### src/sv/dlf_pkg.sv
// Shared types and constants of the dense layer forward block.
package dlf_pkg;

    localparam int DATA_W     = 16;
    localparam int FRAC_W     = 12;
    localparam int ACC_W      = 40;
    localparam int SUM_W      = ACC_W + 1;
    localparam int PROD_W     = 2 * DATA_W;
    localparam int ROW_W      = 6;
    localparam int COL_W      = 4;
    localparam int KIND_W     = 2;
    localparam int ADDR_MAX_W = 10;
    localparam int IN_CNT_W   = 7;
    localparam int OUT_CNT_W  = 5;
    localparam int CFG_IDX_W  = 2;
    localparam int CFG_DATA_W = 7;

    // Register indexes of the configuration port
    localparam logic [CFG_IDX_W-1:0] REG_IN_COUNT  = 2'd0;
    localparam logic [CFG_IDX_W-1:0] REG_OUT_COUNT = 2'd1;
    localparam logic [CFG_IDX_W-1:0] REG_BIAS_EN   = 2'd2;

    typedef enum logic [KIND_W-1:0] {
        KIND_WEIGHT = 2'd0,
        KIND_BIAS   = 2'd1,
        KIND_ELEM   = 2'd2
    } kind_t;

    // One beat travelling down the row of cells
    typedef struct packed {
        logic                     valid;
        kind_t                    op;
        logic                     final_elem;
        logic [ADDR_MAX_W-1:0]    addr;
        logic [COL_W-1:0]         col;
        logic signed [DATA_W-1:0] value;
    } tok_t;

    // Broadcast control from the sequencer to every cell
    typedef struct packed {
        logic load_sum;
        logic shift;
        logic bias_en;
    } ctrl_t;

endpackage

### src/sv/dlf_cell.sv
// One MAC cell: a weight column, a bias word, an accumulator and a drain stage.
module dlf_cell
    import dlf_pkg::*;
#(
    parameter int IN_DIM   = 64,
    parameter int CELL_IDX = 0
)
(
    input  logic                    clk,
    input  logic                    rst_n,
    input  tok_t                    tok_in,
    output tok_t                    tok_out,
    input  ctrl_t                   ctrl,
    input  logic signed [SUM_W-1:0] sum_in,
    output logic signed [SUM_W-1:0] sum_out,
    output logic                    done
);

    localparam int AW = (IN_DIM > 1) ? $clog2(IN_DIM) : 1;

    logic signed [DATA_W-1:0] wmem [IN_DIM];

    tok_t                     tok_reg;
    logic signed [DATA_W-1:0] w_reg;
    logic signed [DATA_W-1:0] x_reg;
    logic signed [DATA_W-1:0] bias_reg;
    logic signed [PROD_W-1:0] prod_reg;
    logic signed [ACC_W-1:0]  acc_reg;
    logic signed [SUM_W-1:0]  sum_reg;
    logic                     ev_a_reg;
    logic                     fin_a_reg;
    logic                     ev_b_reg;
    logic                     fin_b_reg;
    logic                     done_reg;

    logic                     hit;
    logic [AW-1:0]            addr;
    logic signed [SUM_W-1:0]  bias_term;

    assign hit  = tok_in.valid && (int'(tok_in.col) == CELL_IDX);
    assign addr = tok_in.addr[AW-1:0];

    assign bias_term = ctrl.bias_en
                     ? {{(SUM_W-DATA_W-FRAC_W){bias_reg[DATA_W-1]}}, bias_reg, {FRAC_W{1'b0}}}
                     : '0;

    // Weight column and bias word: written and read in item order; input and product registered behind the read
    always_ff @(posedge clk)
    begin
        if (hit && (tok_in.op == KIND_WEIGHT))
        begin
            wmem[addr] <= tok_in.value;
        end
        if (hit && (tok_in.op == KIND_BIAS))
        begin
            bias_reg <= tok_in.value;
        end
        w_reg    <= wmem[addr];
        x_reg    <= tok_in.value;
        prod_reg <= x_reg * w_reg;
    end

    always_ff @(posedge clk or negedge rst_n)
    begin
        if (!rst_n)
        begin
            tok_reg.valid <= 1'b0;
            ev_a_reg      <= 1'b0;
            fin_a_reg     <= 1'b0;
            ev_b_reg      <= 1'b0;
            fin_b_reg     <= 1'b0;
            done_reg      <= 1'b0;
            acc_reg       <= '0;
        end
        else
        begin
            tok_reg   <= tok_in;
            ev_a_reg  <= tok_in.valid && (tok_in.op == KIND_ELEM);
            fin_a_reg <= tok_in.final_elem;
            ev_b_reg  <= ev_a_reg;
            fin_b_reg <= fin_a_reg;
            done_reg  <= ev_b_reg && fin_b_reg;
            if (ctrl.load_sum)
            begin
                acc_reg <= '0;
            end
            else if (ev_b_reg)
            begin
                acc_reg <= acc_reg + {{(ACC_W-PROD_W){prod_reg[PROD_W-1]}}, prod_reg};
            end
        end
    end

    // Drain stage: load with bias when enabled, then shift toward cell zero
    always_ff @(posedge clk)
    begin
        if (ctrl.load_sum)
        begin
            sum_reg <= {acc_reg[ACC_W-1], acc_reg} + bias_term;
        end
        else if (ctrl.shift)
        begin
            sum_reg <= sum_in;
        end
    end

    assign tok_out = tok_reg;
    assign sum_out = sum_reg;
    assign done    = done_reg;

endmodule

### config.mk
export PLATFORM = sky130hd
export DESIGN_NAME = dlf_cell
export DESIGN_NICKNAME = d
export VERILOG_FILES = /design/src/sv/dlf_pkg.sv /design/src/sv/dlf_cell.sv
export SDC_FILE = /design/constraint.sdc
export NUM_CORES = 2
export LEC_CHECK = 0
export ABC_AREA = 1
export BUFFER_PORTS_ARGS = -buffer_cell sky130_fd_sc_hd__buf_2
export CORE_MARGIN = 2
export CORE_UTILIZATION = 25
export DETAILED_ROUTE_END_ITERATION = 16
export GPL_TIMING_DRIVEN = 0
export PLACE_DENSITY = 0.44
export SETUP_SLACK_MARGIN = 0.1
export SLEW_MARGIN = 10
export SYNTH_ARGS = -nofsm -noshare
export SYNTH_HDL_FRONTEND = slang
export SYNTH_SLANG_ARGS = --single-unit
### constraint.sdc
create_clock -name clk -period 6.2 [get_ports clk]
set_input_delay 1.24 -clock clk [delete_from_list [all_inputs] [get_ports clk]]
set_output_delay 1.24 -clock clk [all_outputs]
set_load 0.02 [all_outputs]
==> impl_metrics.yaml <==
final_layout:
  final_net_count: 6414
  area_growth_pct: 18.3
  layout_commonest_cell: "nand2_1"
  largest_reg_flops: 1024
  layout-drive-gt1-share_pct: 11.8
  post-route-cell-area_mm2: 0.0710
  fill_cells: 24800
  final_cell_mix: "nand2_1 (1,728), edfxtp_1 (1,114), inv_1 (751)"
grt:
  use_met1_pct: 26.5
  grt_overflow: 0
  grt.met3_usage_pct: 3.54
  met2_usage_pct: 30.3
  grt_max_degree: 60
  grt_util_all_layers_pct: 19.2
  grt-busiest-layer: "met2"
  grt_pass1_wl_mm: 329
  grt_pass1_vias: 42200
  antenna_found_initial: 19
sta:
  hold_viol: 0
  rsz0062_at_grt: "false"
  max_slew_margin_pct: 3.17
  post-route-period-util_pct: 95.0
  finClkSkew_ns: 0.0359
  setup_violations: 0
  tightest_slew_ns: 1.45
  fin_crit_ns: 5.89
  slew_violations: 0
  setup-tns-final_ns: 0
  timing.hold.ws_ns: 0.352
  fmax_mhz: 170
die:
  die-area_mm2: 0.244
  core_area_mm2: 0.238
  initial_utilization_pct: 25.2
  ios: 156
  placementRows: 179
  chipHeight_um: 494
  die_x_um: 494
job:
  drv_cap: 0
synth:
  synth_warnings: 0
  async_flop_share_pct: 3.76
  synth_ff_type: "edfxtp_1"
  ys_types: 40
  ys_seq_area_share_pct: 59.8
  postSynthAreaPerCell_um2: 10.8
  synth.cell_area_mm2: 0.0600
  synth_seq_cells: 1224
  synth_nets: 6051
  syn_inst: 5558
  synth-edff-count: 1114
route:
  ant_nets: 0
  routed_wl_mm: 237
  firstDrtPassIters: 6
  drtIter0Drc: 4990
  drc: 0
  wl_per_cell_um: 25.7
  via_per_inst: 4.69
  vias: 43100
setup_path:
  r2r_cells: 20
  cp.arrival_ns: 6.50
  setup.worst_path.end: "prod_reg[31]$_DFF_P_"
  worstReg2RegEnd: "prod_reg[31]$_DFF_P_"
  r2r-start: "w_reg[2]$_DFF_P_"
  startpoint: "w_reg[2]$_DFF_P_"
  critPathKind: "reg -> reg"
  cp.required_ns: 6.81
  endpoint_kind: "flip-flop"
  start_kind: "flip-flop"
  reg2reg_setup_slack_ns: 0.31
  cp_max_fo: 10
clock_tree:
  clk_pin_slew_worst_paths_ns: 0.06
  worstSkewPairLatency_ns: 0.79
  htree_levels: 4
  clock_sinks: 1224
  cts_root_buf: "clkbuf_16"
  numCtsBuffers: 132
  cts_tree: "yes"
  clockBufferDepth: 3
status:
  status: "finished, final reports clean"
pwr:
  power_leakage_uw: 0.0288
  irDropWorstVdd_uv: 943
  pwr_density_cell_mw_per_mm2: 536
hold_path:
  hold_depth: 0
  hold_path_class: "reg -> reg"
placement:
  io_buffers: 153
  placed_cell_area_mm2: 0.0665
  place_congestion: 0.905
  dp_hpwl_mm: 168
per-layer routing:
layer,wire [um],share of wire (%)
met5,26,0.011
met4,8530,3.6
met3,19400,8.2
met2,107000,45
met1,102000,43
through the flow:
stage               util [%]  setup WS (ns)  power, uW  std cells
finish                  29.8          0.313      38000       9197
global route            29.8          0.103      41300       9193
CTS                     29.7          0.101      37700       9192
detailed placement      27.9         -0.647      29600       8965
global placement        27.2         -0.729      29700       8878
floorplan                  -          0.683      23000       5558
critical path, stage by stage (launching register included):
cell and delay, ns:
dfxtp_2 0.51, clkbuf_4 0.32, nand2_1 0.10, fa_1 0.52, fa_1 0.54, fa_1 0.52
inv_1 0.06, fa_1 0.49, fa_1 0.50, inv_1 0.05, fa_1 0.55, inv_1 0.06
ha_1 0.37, nand2_1 0.18, inv_1 0.09, a21oi_2 0.25, nand3_2 0.16, nand3_1 0.13
nand2_1 0.11, nand3_1 0.10, nand2_1 0.12
timing repair:
action | 4_1_cts | 5_1_grt
pin swaps | 1 | 1
setup endpoints to repair | 20 | 15
hold buffers | 0 | 0
buffers inserted | 1 | 1
gates resized for setup | 69 | 64
cloned | 0 | 0
cells in the mapped netlist, drive strengths merged (85+ instances only):
library cell	count	area, um^2
a21oi	119	596
a22oi	118	886
buf	85	462
clkbuf	104	390
edfxtp	1114	33500
fa	264	5290
ha	149	1860
inv	760	2850
nand2	1730	6490
nand3	216	1100
nand4	143	895
nor2	287	1080
o21ai	177	886
layout make-up:
class                           instances  area, um^2  share of cell area (%)
Antenna cell                            4        10.0                  0.0141
Multi-Input combinational cell       3384       20800                    29.2
Clock buffer                          164        3560                    5.01
Sequential cell                      1224       35900                    50.6
Timing Repair Buffer                  242        2310                    3.25
Inverter                              761        2860                    4.02
Buffer                                176         936                    1.32
Clock inverter                         75         727                    1.02
Tap cell                             3167        3960                    5.58
power by group:
group	internal [uW]	total [uW]	switching, uW
Clock	4430	7980	3550
Combinational	6980	20200	13200
Sequential	9550	9850	304
logic make-up after synthesis:
| kind of cell | count (synthesis) | synth area share [%] |
|---|---|---|
| buffers and inverters | 950 | 6.18 |
| xor gates and xnor gates | 54 | 0.788 |
| adders and majority gates | 413 | 11.9 |
| and+or+nand+nor | 2436 | 16.6 |
| DFF | 1224 | 59.8 |
| AOI/OAI and AO/OA | 481 | 4.82 |
how the worst min path moves through the flow:
stage | start | endpoint
floorplan | ev_a_reg$_DFF_PN0_ | ev_b_reg$_DFF_PN0_
global placement | fin_a_reg$_DFF_PN0_ | fin_b_reg$_DFF_PN0_
detailed placement | fin_a_reg$_DFF_PN0_ | fin_b_reg$_DFF_PN0_
CTS | ev_a_reg$_DFF_PN0_ | ev_b_reg$_DFF_PN0_
global route | fin_a_reg$_DFF_PN0_ | fin_b_reg$_DFF_PN0_
finish | ev_a_reg$_DFF_PN0_ | ev_b_reg$_DFF_PN0_
(Power assumes the default switching activity.)
