--- src/sv/dlf_pkg.sv ---
// Shared types and constants of the dense layer forward block.
package dlf_pkg;

    localparam int DATA_W     = 16;
    localparam int FRAC_W     = 12;
    localparam int ACC_W      = 40;
    localparam int SUM_W      = ACC_W + 1;
    localparam int PROD_W     = 2 * DATA_W;
    localparam int ROW_W      = 6;
    localparam int COL_W      = 4;
    localparam int KIND_W     = 2;
    localparam int ADDR_MAX_W = 10;
    localparam int IN_CNT_W   = 7;
    localparam int OUT_CNT_W  = 5;
    localparam int CFG_IDX_W  = 2;
    localparam int CFG_DATA_W = 7;

    // Register indexes of the configuration port
    localparam logic [CFG_IDX_W-1:0] REG_IN_COUNT  = 2'd0;
    localparam logic [CFG_IDX_W-1:0] REG_OUT_COUNT = 2'd1;
    localparam logic [CFG_IDX_W-1:0] REG_BIAS_EN   = 2'd2;

    typedef enum logic [KIND_W-1:0] {
        KIND_WEIGHT = 2'd0,
        KIND_BIAS   = 2'd1,
        KIND_ELEM   = 2'd2
    } kind_t;

    // One beat travelling down the row of cells
    typedef struct packed {
        logic                     valid;
        kind_t                    op;
        logic                     final_elem;
        logic [ADDR_MAX_W-1:0]    addr;
        logic [COL_W-1:0]         col;
        logic signed [DATA_W-1:0] value;
    } tok_t;

    // Broadcast control from the sequencer to every cell
    typedef struct packed {
        logic load_sum;
        logic shift;
        logic bias_en;
    } ctrl_t;

endpackage

--- src/sv/dlf_round.sv ---
// Round a drained sum to Q4.12, ties up, and clip to the data range.
module dlf_round
    import dlf_pkg::*;
(
    input  logic signed [SUM_W-1:0]  sum,
    output logic signed [DATA_W-1:0] value,
    output logic                     saturated
);

    localparam int Q_W = SUM_W - FRAC_W;

    logic signed [SUM_W-1:0] biased;
    logic signed [Q_W-1:0]   q;
    logic                    in_range;

    assign biased = sum + SUM_W'(1 << (FRAC_W - 1));
    assign q      = biased[SUM_W-1:FRAC_W];

    // In range when every bit above the data word matches its sign bit
    assign in_range = (q[Q_W-1:DATA_W-1] == '0) || (q[Q_W-1:DATA_W-1] == '1);

    always_comb
    begin
        if (in_range)
        begin
            value     = q[DATA_W-1:0];
            saturated = 1'b0;
        end
        else if (q[Q_W-1])
        begin
            value     = {1'b1, {(DATA_W-1){1'b0}}};
            saturated = 1'b1;
        end
        else
        begin
            value     = {1'b0, {(DATA_W-1){1'b1}}};
            saturated = 1'b1;
        end
    end

endmodule

--- config.mk ---
export PLATFORM = sky130hd
export DESIGN_NAME = dlf_round
export DESIGN_NICKNAME = d
export VERILOG_FILES = /design/src/sv/dlf_pkg.sv /design/src/sv/dlf_round.sv
export SDC_FILE = /design/constraint.sdc
export NUM_CORES = 1
export LEC_CHECK = 0
export ABC_AREA = 1
export BUFFER_PORTS_ARGS = -buffer_cell sky130_fd_sc_hd__buf_2
export CORE_MARGIN = 2
export CORE_UTILIZATION = 47
export DETAILED_ROUTE_END_ITERATION = 10
export PLACE_DENSITY = 0.83
export SETUP_SLACK_MARGIN = 0.02
export SLEW_MARGIN = 20
export SYNTH_ARGS = -nofsm -noshare
export SYNTH_HDL_FRONTEND = slang
export SYNTH_SLANG_ARGS = --single-unit
--- constraint.sdc ---
create_clock -name vclk -period 2.6
set_input_delay 0.39 -clock vclk [all_inputs]
set_output_delay 0.39 -clock vclk [all_outputs]
set_load 0.02 [all_outputs]
==> results of run 1 <==
## cell usage in the layout, fill, tap and decap left out
cell type	synthesis	final
nand2_1	129	90
nand2_2	5	34
buf_2	0	28
nor2_1	43	25
inv_1	24	23
nand3_1	21	19
nor2_2	7	18
buf_6	2	18
buf_4	0	15
nand2_4	1	10
nor2_4	3	10
xor2_1	10	10
xnor2_1	4	4
nand4_1	2	2
inv_2	1	2
o21bai_1	2	2
nand3_2	1	2
nand2_8	0	2
nand3_4	0	2
and2_1	1	1
ha_4	0	1
buf_8	0	1
## per-layer routing
| layer | GRT usage (%) | vias up | wire (microns) |
|---|---|---|---|
| met2 | 44.51 | 173 | 2689 |
| met3 | 0.5556 | 39 | 618 |
| met1 | 35.31 | 864 | 1936 |
| met4 | 4.701 | 0 | 279 |
| met5 | 0 | - | 0 |
| li1 | - | 912 | - |
## critical path, stage by stage
cell     delay, ps
buf_2          120
nand2_1        150
nor2_2         200
nand2_4        120
nor2_2         180
nand2_1         80
nand2_1         70
nand2_1         90
nor2_1         150
nand2_1         80
nor2_2         170
nand2_4        150
nand2_8        150
nand2_2         90
nand2_2         90
buf_6          110
## power breakdown
part / total (uW) / internal [uW] / leakage (uW) / switching [uW]
registers: 0 / 0 / 0 / 0
logic: 222 / 86.9 / 0.00103 / 135
clock network: 0 / 0 / 0 / 0
## final cells by class
| type | count | area (sq um) | area share (%) |
|---|---|---|---|
| Multi-Input combinational cell | 232 | 1354 | 69.23 |
| Timing Repair Buffer | 62 | 470.5 | 24.06 |
| Inverter | 25 | 93.84 | 4.798 |
| Tap cell | 30 | 37.54 | 1.919 |
## per-stage QoR
step / worst slack [ps] / cells / util, % / TNS [ps]
2_1_floorplan: 277.3 / 257 / - / 0
5_1_grt: -298.5 / 349 / 81.15 / -3995
3_5_place_dp: -58.88 / 341 / 61.58 / -557.9
3_3_place_gp: -29.05 / 341 / 61.58 / -313.0
6_report: -208.9 / 349 / 81.15 / -2599
4_1_cts: 20.68 / 344 / 63.40 / 0
## kinds of logic after synthesis
| logic type | count (synthesis) | share of synthesized area (%) |
|---|---|---|
| simple gates | 213 | 77.14 |
| buf+inv | 27 | 9.978 |
| xor+xnor | 14 | 10.51 |
| compound gates | 2 | 1.287 |
| fa+ha+maj | 1 | 1.073 |
## what timing repair did
item | 4_1_cts | 5_1_grt
gates cloned | 2 | 0
resized for setup | 5 | 119
pin swaps | 7 | 43
setup buffers | 1 | 5
setup endpoints to repair | 15 | 16
## path summary, 6_finish.rpt
| check | slack (ps) | depth (start not counted) | endpoint | startpoint |
|---|---|---|---|---|
| worst max-delay path | -210 | 16 | value[12] | sum[17] |
| worst min-delay path | 1190 | 5 | value[0] | sum[11] |
==> flow_summary.toml, run 1 <==
[yosys]
synthDistinctLibCells = 17
avgSynthCellArea_sq_um = 4.537
synth_top_area_share_pct = 41.52
synth_top_area_cell = "nand2_1"
yosysWarnings = 0
synth.most_common_cell = "nand2_1"
syn_area_sq_um = 1166
synth_common_cells = "nand2_1 (129), nor2_1 (43), inv_1 (24), nand3_1 (21), xor2_1 (10)"
yosysSeqAreaShare_pct = 0
synth_fp_nets = 299
synthCells = 257
synth.area.top_cells = "nand2_1 (42%), nor2_1 (14%), nand3_1 (9.0%)"

[place]
gp_congestion = 0.9388
io_buffers = 47
post_dp_cell_area_sq_um = 1484
place_hpwl_microns = 2925

[setup_path]
end_kind = "primary output"
critPathLaunchType = "input port"
timing_worst_setup_path_type = "in -> out"
arrival_ps = 2420
required_ps = 2210
cp_max_fo = 8

[pwr]
leakage_uw = 0.001032
power_per_cell_area_nw_per_um2 = 113.6
total_power_uw = 222.2
ir_drop_uv = 121.2

[detailed_routing]
ant_nets = 0
drt_iter0_drc = 127
first_pass_iters = 5
via_count = 1988
vias_per_cell = 5.696
drc = 0
drt-total-wl_microns = 5524
wire_per_inst_microns = 15.83

[run_status]
violations = "negative setup slack"
outcome = "complete, but fails checks"

[timing]
setup_viol = 16
finalMaxSlewViolations = 0
finalCritPeriodShare_pct = 108.0
hold_viol = 0
rsz0062_at_grt = "yes"
hold-worst-slack_ps = 1188
relSlewSlack_pct = 78.29
period_minus_slack_ps = 2809
fmax_ghz = 0.3560
fin_ws_ps = -208.9
tightest_slew_ps = 324.6

[flow_run]
maxCapViolations = 0

[die]
rows = 18
ios = 58
coreArea_sq_um = 2410
die_h_microns = 53.81
start_util_pct = 48.39
die_w_microns = 53.81
die_area_sq_um = 2896

[grt]
overflow = 0
grt_pass1_wl_microns = 5637
grt_antenna_before_repair = 0
grtUsageTotal_pct = 25.63
grt_max_degree = 9
first_global_vias = 1346

[cells_and_area]
nFlopsAndLatches = 0
antennaDiodeCount = 0
final_area_sq_um = 1956
seqCellArea_sq_um = 0
layout-drive-gt1-share_pct = 44.83
syn_to_final_growth_pct = 67.70
clockBufferCount = 0
nets = 363
fillers = 159

[worst_hold_path]
hold_path.class = "in -> out"

[clocking]
cts.hold.buffers_added = 0
No activity file was read; power rests on OpenSTA's default activity.
==> run 2, diff against run 1 <==
--- a/config.mk
+++ b/config.mk
@@ -5,12 +5,11 @@
 export SDC_FILE = /design/constraint.sdc
 export NUM_CORES = 1
 export LEC_CHECK = 0
-export ABC_AREA = 1
 export BUFFER_PORTS_ARGS = -buffer_cell sky130_fd_sc_hd__buf_2
 export CORE_MARGIN = 2
 export CORE_UTILIZATION = 47
 export DETAILED_ROUTE_END_ITERATION = 10
-export PLACE_DENSITY = 0.83
+export PLACE_DENSITY = 0.84
 export SETUP_SLACK_MARGIN = 0.02
 export SLEW_MARGIN = 20
 export SYNTH_ARGS = -nofsm -noshare
==> run 2 against run 1 <==
  * The flow now stops in global routing (5_1_grt)
  * Synthesized area is 7.7% lower
  * Synthesized cell count shrank 35%
==> flow_summary.toml, run 2 <==
[run_status]
outcome = "stopped before the end"
stop_stage = "global routing (5_1_grt)"
firstError = "[ERROR GRT-0232] Routing congestion too high. Check the congestion heatmap in the GUI."

[yosys]
synth_top_area_cell = "nand3_1"
yosysSeqAreaShare_pct = 0
synth.area.top_cells = "nand3_1 (13%), xnor2_1 (9.0%), nand2_1 (5.9%)"
yosysWarnings = 0
synthCells = 168
synth_fp_nets = 210
avgSynthCellArea_sq_um = 6.405
synth_common_cells = "nand3_1 (27), nand2_1 (17), xnor2_1 (11), nor2_1 (9), nand4_1 (8)"
syn_area_sq_um = 1076
synth_top_area_share_pct = 12.56
synthDistinctLibCells = 47
synth.most_common_cell = "nand3_1"

[clocking]
cts.hold.buffers_added = 0

[grt]
grt_max_degree = 10
overflow = 44
grtUsageTotal_pct = 69.90

[die]
start_util_pct = 49.11
rows = 17
die_w_microns = 51.85
ios = 58
die_h_microns = 51.85

[place]
place_hpwl_microns = 3842
gp_congestion = 1.074
io_buffers = 47
post-place-ws_ps = -509.7
post_dp_cell_area_sq_um = 1852

[timing]
worst_endpoint = "value[6]"
worst-ep-kind = "top-level output"
run 2: cell count changes after synthesis, sizes merged, moves of 6 or more:
cell   delta
a31oi     +6
inv      -18
nand2   -118
nand3     +6
nand4     +7
nor2     -44
nor3      +6
nor4      +9
o21ai    +12
xnor2     +7
run 2: cell families after synthesis:
family	synth area share (%)
XOR/XNOR	13.84
adder cells (fa/ha/maj)	1.163
AO/OA/AOI/OAI	21.28
AND/OR/NAND/NOR	56.63
buffers and inverters	7.092
run 2: stage by stage:
| step | hold WS [ps] | instances |
|---|---|---|
| after CTS | 1305 | 295 |
| after detailed placement | 1336 | 292 |
| after global placement | 1304 | 292 |
| after floorplan | 996.6 | 168 |
run 2: per-layer routing:
metal,overflow,track usage [%]
met5,0,0
met4,20,86.84
met3,0,39.37
met2,24,93.25
met1,0,67.53
run 2: what timing repair did:
item | CTS
setup endpoints to repair | 17
resized for setup | 37
hold endpoints to repair | 0
cloned | 1
buffers inserted | 2
pin swaps | 1
==> run 3, diff against run 2 <==
--- a/config.mk
+++ b/config.mk
@@ -6,11 +6,10 @@
 export NUM_CORES = 1
 export LEC_CHECK = 0
 export BUFFER_PORTS_ARGS = -buffer_cell sky130_fd_sc_hd__buf_2
-export CORE_MARGIN = 2
-export CORE_UTILIZATION = 47
+export CORE_AREA = 2 2 63 65
 export DETAILED_ROUTE_END_ITERATION = 10
-export PLACE_DENSITY = 0.84
-export SETUP_SLACK_MARGIN = 0.02
+export DIE_AREA = 0 0 65 67
+export PLACE_DENSITY_LB_ADDON = 0.15
 export SLEW_MARGIN = 20
 export SYNTH_ARGS = -nofsm -noshare
 export SYNTH_HDL_FRONTEND = slang
==> run 3 against run 2 <==
  * Synthesized area unchanged
  * The flow now finishes, with violations (negative setup slack)
  * Synthesized cell count unchanged
==> flow_summary.toml, run 3 <==
[run_status]
outcome = "complete, but fails checks"
violations = "negative setup slack"

[setup_path]
timing_worst_setup_path_type = "in -> out"
endpoint = "value[5]"
critPathLaunchType = "input port"
cp_common_cell = "buf_4"
arrival_ps = 2700
end_kind = "primary output"
critPathLaunch = "sum[22]"
slowest_delay_ps = 350
required_ps = 2210
path_cells = "buf_8 > buf_4 > buf_4 > and4_1 > nand4_1 > buf_4 > nor4_2 > o22ai_2 > nor4_4 > buf_4 > a21oi_4 > buf_12 > o21ai_4 > buf_6"
cp_max_fo = 7
crit_slowest_cell = "nor4_4"

[timing]
fmax_ghz = 0.3236
relSlewSlack_pct = 73.80
finalCritPeriodShare_pct = 118.8
hold_viol = 0
tightest_slew_ps = 389.4
finalMaxSlewViolations = 0
setup_viol = 16
fin_ws_ps = -490.1
hold-worst-slack_ps = 1283
rsz0062_at_grt = "yes"
period_minus_slack_ps = 3090

[detailed_routing]
wire_per_inst_microns = 14.61
drt_iter0_drc = 62
via_count = 1705
first_pass_iters = 4
drc = 0
vias_per_cell = 5.312
ant_nets = 0
drt-total-wl_microns = 4691

[cells_and_area]
mostFrequentLayoutCells = "buf_4 (61), buf_2 (24), buf_6 (24), nand3_1 (19), nand2_1 (17)"
nFlopsAndLatches = 0
clockBufferCount = 0
final_area_sq_um = 2280
layout-drive-gt1-share_pct = 58.24
antennaDiodeCount = 0
seqCellArea_sq_um = 0
nets = 317
syn_to_final_growth_pct = 111.9
final_common_cell = "buf_4"

[die]
rows = 22
die_w_microns = 65
start_util_pct = 29.84
ios = 58
coreArea_sq_um = 3606
die_h_microns = 67
die_area_sq_um = 4355

[yosys]
synth_fa_ha_area_share_pct = 1.163
yosys.area_share.simple_pct = 56.63
synth-compound-area-share_pct = 21.28
synth_top_area_cell = "nand3_1"
syn_area_sq_um = 1076
synth_top_family_by_area = "simple AND/OR/NAND/NOR gates"
yosysWarnings = 0
synthXorXnorAreaFrac_pct = 13.84
synth_fp_nets = 210
yosysSeqAreaShare_pct = 0
synthCells = 168
synth_common_cells = "nand3_1 (27), nand2_1 (17), xnor2_1 (11), nor2_1 (9), nand4_1 (8)"
synth.most_common_cell = "nand3_1"
synth.area.top_cells = "nand3_1 (13%), xnor2_1 (9.0%), nand2_1 (5.9%)"
synth_mux_area_share_pct = 0
synth_top_area_share_pct = 12.56
synthDistinctLibCells = 47
avgSynthCellArea_sq_um = 6.405

[pwr]
leakage_uw = 0.0009812
p_sw_uw = 146.6
ir_drop_uv = 82.74
sw_frac_of_total_pct = 49.73
internal_power_uw = 148.2
clkPwrFrac_pct = 0
combPwrFrac_pct = 100.0
power_per_cell_area_nw_per_um2 = 129.3
power_frac_seq_pct = 0

[place]
place_hpwl_microns = 3256
post_dp_cell_area_sq_um = 1857
gp_congestion = 0.8871
io_buffers = 47

[worst_hold_path]
hold_path.class = "in -> out"
min_delay_path_depth = 5

[grt]
first_global_vias = 1617
overflow = 0
grt_antenna_before_repair = 0
grt_pass1_wl_microns = 7286
grt_max_degree = 11
grtUsageTotal_pct = 20.70

[flow_run]
maxCapViolations = 0

[clocking]
cts.hold.buffers_added = 0
-- run 3: what timing repair did --
action	CTS	global route
gates resized for setup	49	26
setup endpoints to repair	17	17
setup buffers	4	7
cloned	1	0
pin swaps	6	14
endpoints found under the hold margin	0	0
-- run 3: routing by layer --
metal	wire length [microns]	GRT usage (%)	up-vias	share of wire (%)
met1	1952	27.00	784	42
met5	0	0	-	0
met2	2445	38.14	53	52
li1	-	-	862	-
met4	82	2.926	0	1.7
met3	209	1.014	6	4.5
-- run 3: how the worst min path moves through the flow --
stage,startpoint,endpoint
CTS,sum[12],value[0]
floorplan,sum[24],value[12]
global placement,sum[12],value[0]
finish,sum[12],value[0]
global route,sum[12],value[0]
detailed placement,sum[12],value[0]
-- run 3: cells by family after synthesis --
group	Yosys count
and+or+nand+nor	100
buffers and inverters	17
xor gates and xnor gates	17
AOI/OAI and AO/OA	33
adders and majority gates	1
-- run 3: power groups by stage --
stage / registers, uW / logic [uW] / clock network (uW)
after floorplan: 0 / 110 / 0
after global placement: 0 / 228 / 0
after detailed placement: 0 / 228 / 0
after CTS: 0 / 269 / 0
after global routing: 0 / 316 / 0
final: 0 / 295 / 0
-- run 3: stage by stage --
step / utilization, % / cells / total power [uW] / TNS, ps / setup slack [ps]
after floorplan: - / 168 / 110.1 / -5856 / -363.5
after global placement: 51.49 / 311 / 227.5 / -7513 / -465.6
after detailed placement: 51.49 / 311 / 227.5 / -7523 / -470.1
after CTS: 57.63 / 315 / 269.1 / -6293 / -413.0
after global routing: 63.22 / 321 / 316.0 / -8638 / -572.0
final: 63.22 / 321 / 294.7 / -7239 / -490.1
-- run 3: final cells by class --
cell class / count / area (sq um)
Tap cell: 48 / 60.06
Fill cell: 324 / 1326
Inverter: 7 / 26.28
Multi-Input combinational cell: 151 / 1240
Timing Repair Buffer: 115 / 953.4
-- run 3: worst max-delay path: cells and delay by family --
kind            cells  cell delay, ps
buf+inv             7             980
simple gates        4             990
compound gates      3             340
==> run 4, diff against run 3 <==
==> constraint.sdc (replaced) <==
create_clock -name vclk -period 3.3
set_input_delay 0.495 -clock vclk [all_inputs]
set_output_delay 0.495 -clock vclk [all_outputs]
set_load 0.02 [all_outputs]
==> run 4 against run 3 <==
  * The flow now finishes without violations
  * Cell area down 28%
  * Routed wire length down 21%
  * Non-clock buffer count down 32
  * Critical endpoint is now value[11]
  * Clock-buffer cell count unchanged
  * Worst hold slack better by 170 ps
  * Core utilization down 18 points
  * Global-route usage down 3.7 points
  * Worst setup slack better by 570 ps
  * Power down 46%
  * Critical path depth down 4
  * Largest cell class unchanged
  * Sequential share of layout area unchanged
  * Combinational power down 46%
==> flow_summary.toml, run 4 (synthesis results as in run 3) <==
[cells_and_area]
nets = 285
seqCellArea_sq_um = 0
nFlopsAndLatches = 0
antennaDiodeCount = 0
layout-drive-gt1-share_pct = 42.32
multi_input_area_sq_um = 1028
fillers = 417
clockBufferCount = 0
final_area_sq_um = 1648
mostFrequentLayoutCells = "buf_2 (41), buf_4 (41), nand3_1 (27), nand2_1 (17), xnor2_1 (11)"
syn_to_final_growth_pct = 53.14

[place]
post_dp_cell_area_sq_um = 1597
place_hpwl_microns = 3056
io_buffers = 47
gp_congestion = 0.8722
post-place-ws_ps = -41.59

[die]
rows = 22
coreArea_sq_um = 3606
die_area_sq_um = 4355
die_w_microns = 65
start_util_pct = 29.84
ios = 58
die_h_microns = 67

[timing]
period_minus_slack_ps = 3223
relSlewSlack_pct = 68.10
setup_viol = 0
hold_viol = 0
fin_ws_ps = 77.25
fmax_ghz = 0.3103
finalMaxSlewViolations = 0
finalCritPeriodShare_pct = 97.66
tightest_slew_ps = 475.2
rsz0062_at_grt = "yes"

[pwr]
leakage_uw = 0.0006605
power_per_cell_area_nw_per_um2 = 96.42
ir_drop_uv = 40.53

[grt]
grt_max_degree = 16
grtUsageTotal_pct = 16.97
overflow = 0
grt_antenna_before_repair = 0
grt_pass1_wl_microns = 6168
first_global_vias = 1366

[flow_run]
maxCapViolations = 0

[detailed_routing]
drc = 0
drt_iter0_drc = 81
vias_per_cell = 5.260
ant_nets = 0
wire_per_inst_microns = 12.80
drt-total-wl_microns = 3700
first_pass_iters = 4
via_count = 1520

[worst_hold_path]
hold_path.class = "in -> out"

[setup_path]
timing_worst_setup_path_type = "in -> out"
cp_max_fo = 15
end_kind = "primary output"
critPathLaunchType = "input port"
arrival_ps = 2730
required_ps = 2800

[clocking]
cts.hold.buffers_added = 0

[run_status]
outcome = "complete, no violations"
run 4: changes by cell type in the layout (fill, tap and decap cells not counted), moves of 3 or more:
cell,previous run,this run
o21ai_1,1,7
buf_8,3,0
o21ai_2,4,1
nand3_2,5,0
buf_6,24,0
nand3_1,19,27
o21ai_4,4,0
buf_4,61,41
nand3_4,4,1
buf_2,24,41
run 4: routing by layer:
metal	vias to the layer above	wire length [microns]	GRT usage, %
li1	790	-	-
met1	699	1726	23.90
met2	31	1811	30.54
met3	0	162	0.3378
met4	0	0	0
met5	-	0	0
run 4: power breakdown:
part	leakage (uW)	switching, uW	total, uW	internal [uW]
clock	0	0	0	0
sequential	0	0	0	0
combinational	0.000661	90.3	159	68.6
total	0.000661	90.3	159	68.6
run 4: final timing paths:
check	start	to	slack, ps	cells past startpoint
worst min-delay path	sum[13]	value[1]	1450	4
worst max-delay path	sum[17]	value[11]	80	10
run 4: cell type report:
| cell class | count | area share, % |
|---|---|---|
| well taps | 48 | 3.645 |
| multi-input cells | 151 | 62.41 |
| inverters | 7 | 1.595 |
| repair buffers | 83 | 32.35 |
run 4: critical path, cell delays in order:
cell,delay [ps]
buf_2,110
nand3_4,80
or4_4,530
or4_4,490
a211oi_2,220
nand4_1,180
o21ai_2,220
buf_12,160
nand3_1,80
buf_2,170
run 4: through the flow:
step	total power (uW)	hold WS (ps)	instances	utilization, %	TNS, ps
6_report	158.9	1448	289	45.70	0
5_1_grt	174.6	1472	289	45.70	-217.3
4_1_cts	156.1	1453	288	44.38	0
3_5_place_dp	155.3	1450	288	44.27	-254.3
3_3_place_gp	155.5	1449	288	44.27	-26.09
2_1_floorplan	77.56	1221	168	-	0
run 4: repair_timing:
action	4_1_cts	5_1_grt
buffers inserted	0	1
gates resized for setup	1	11
endpoints found under the setup margin	15	16
pin swaps	2	4
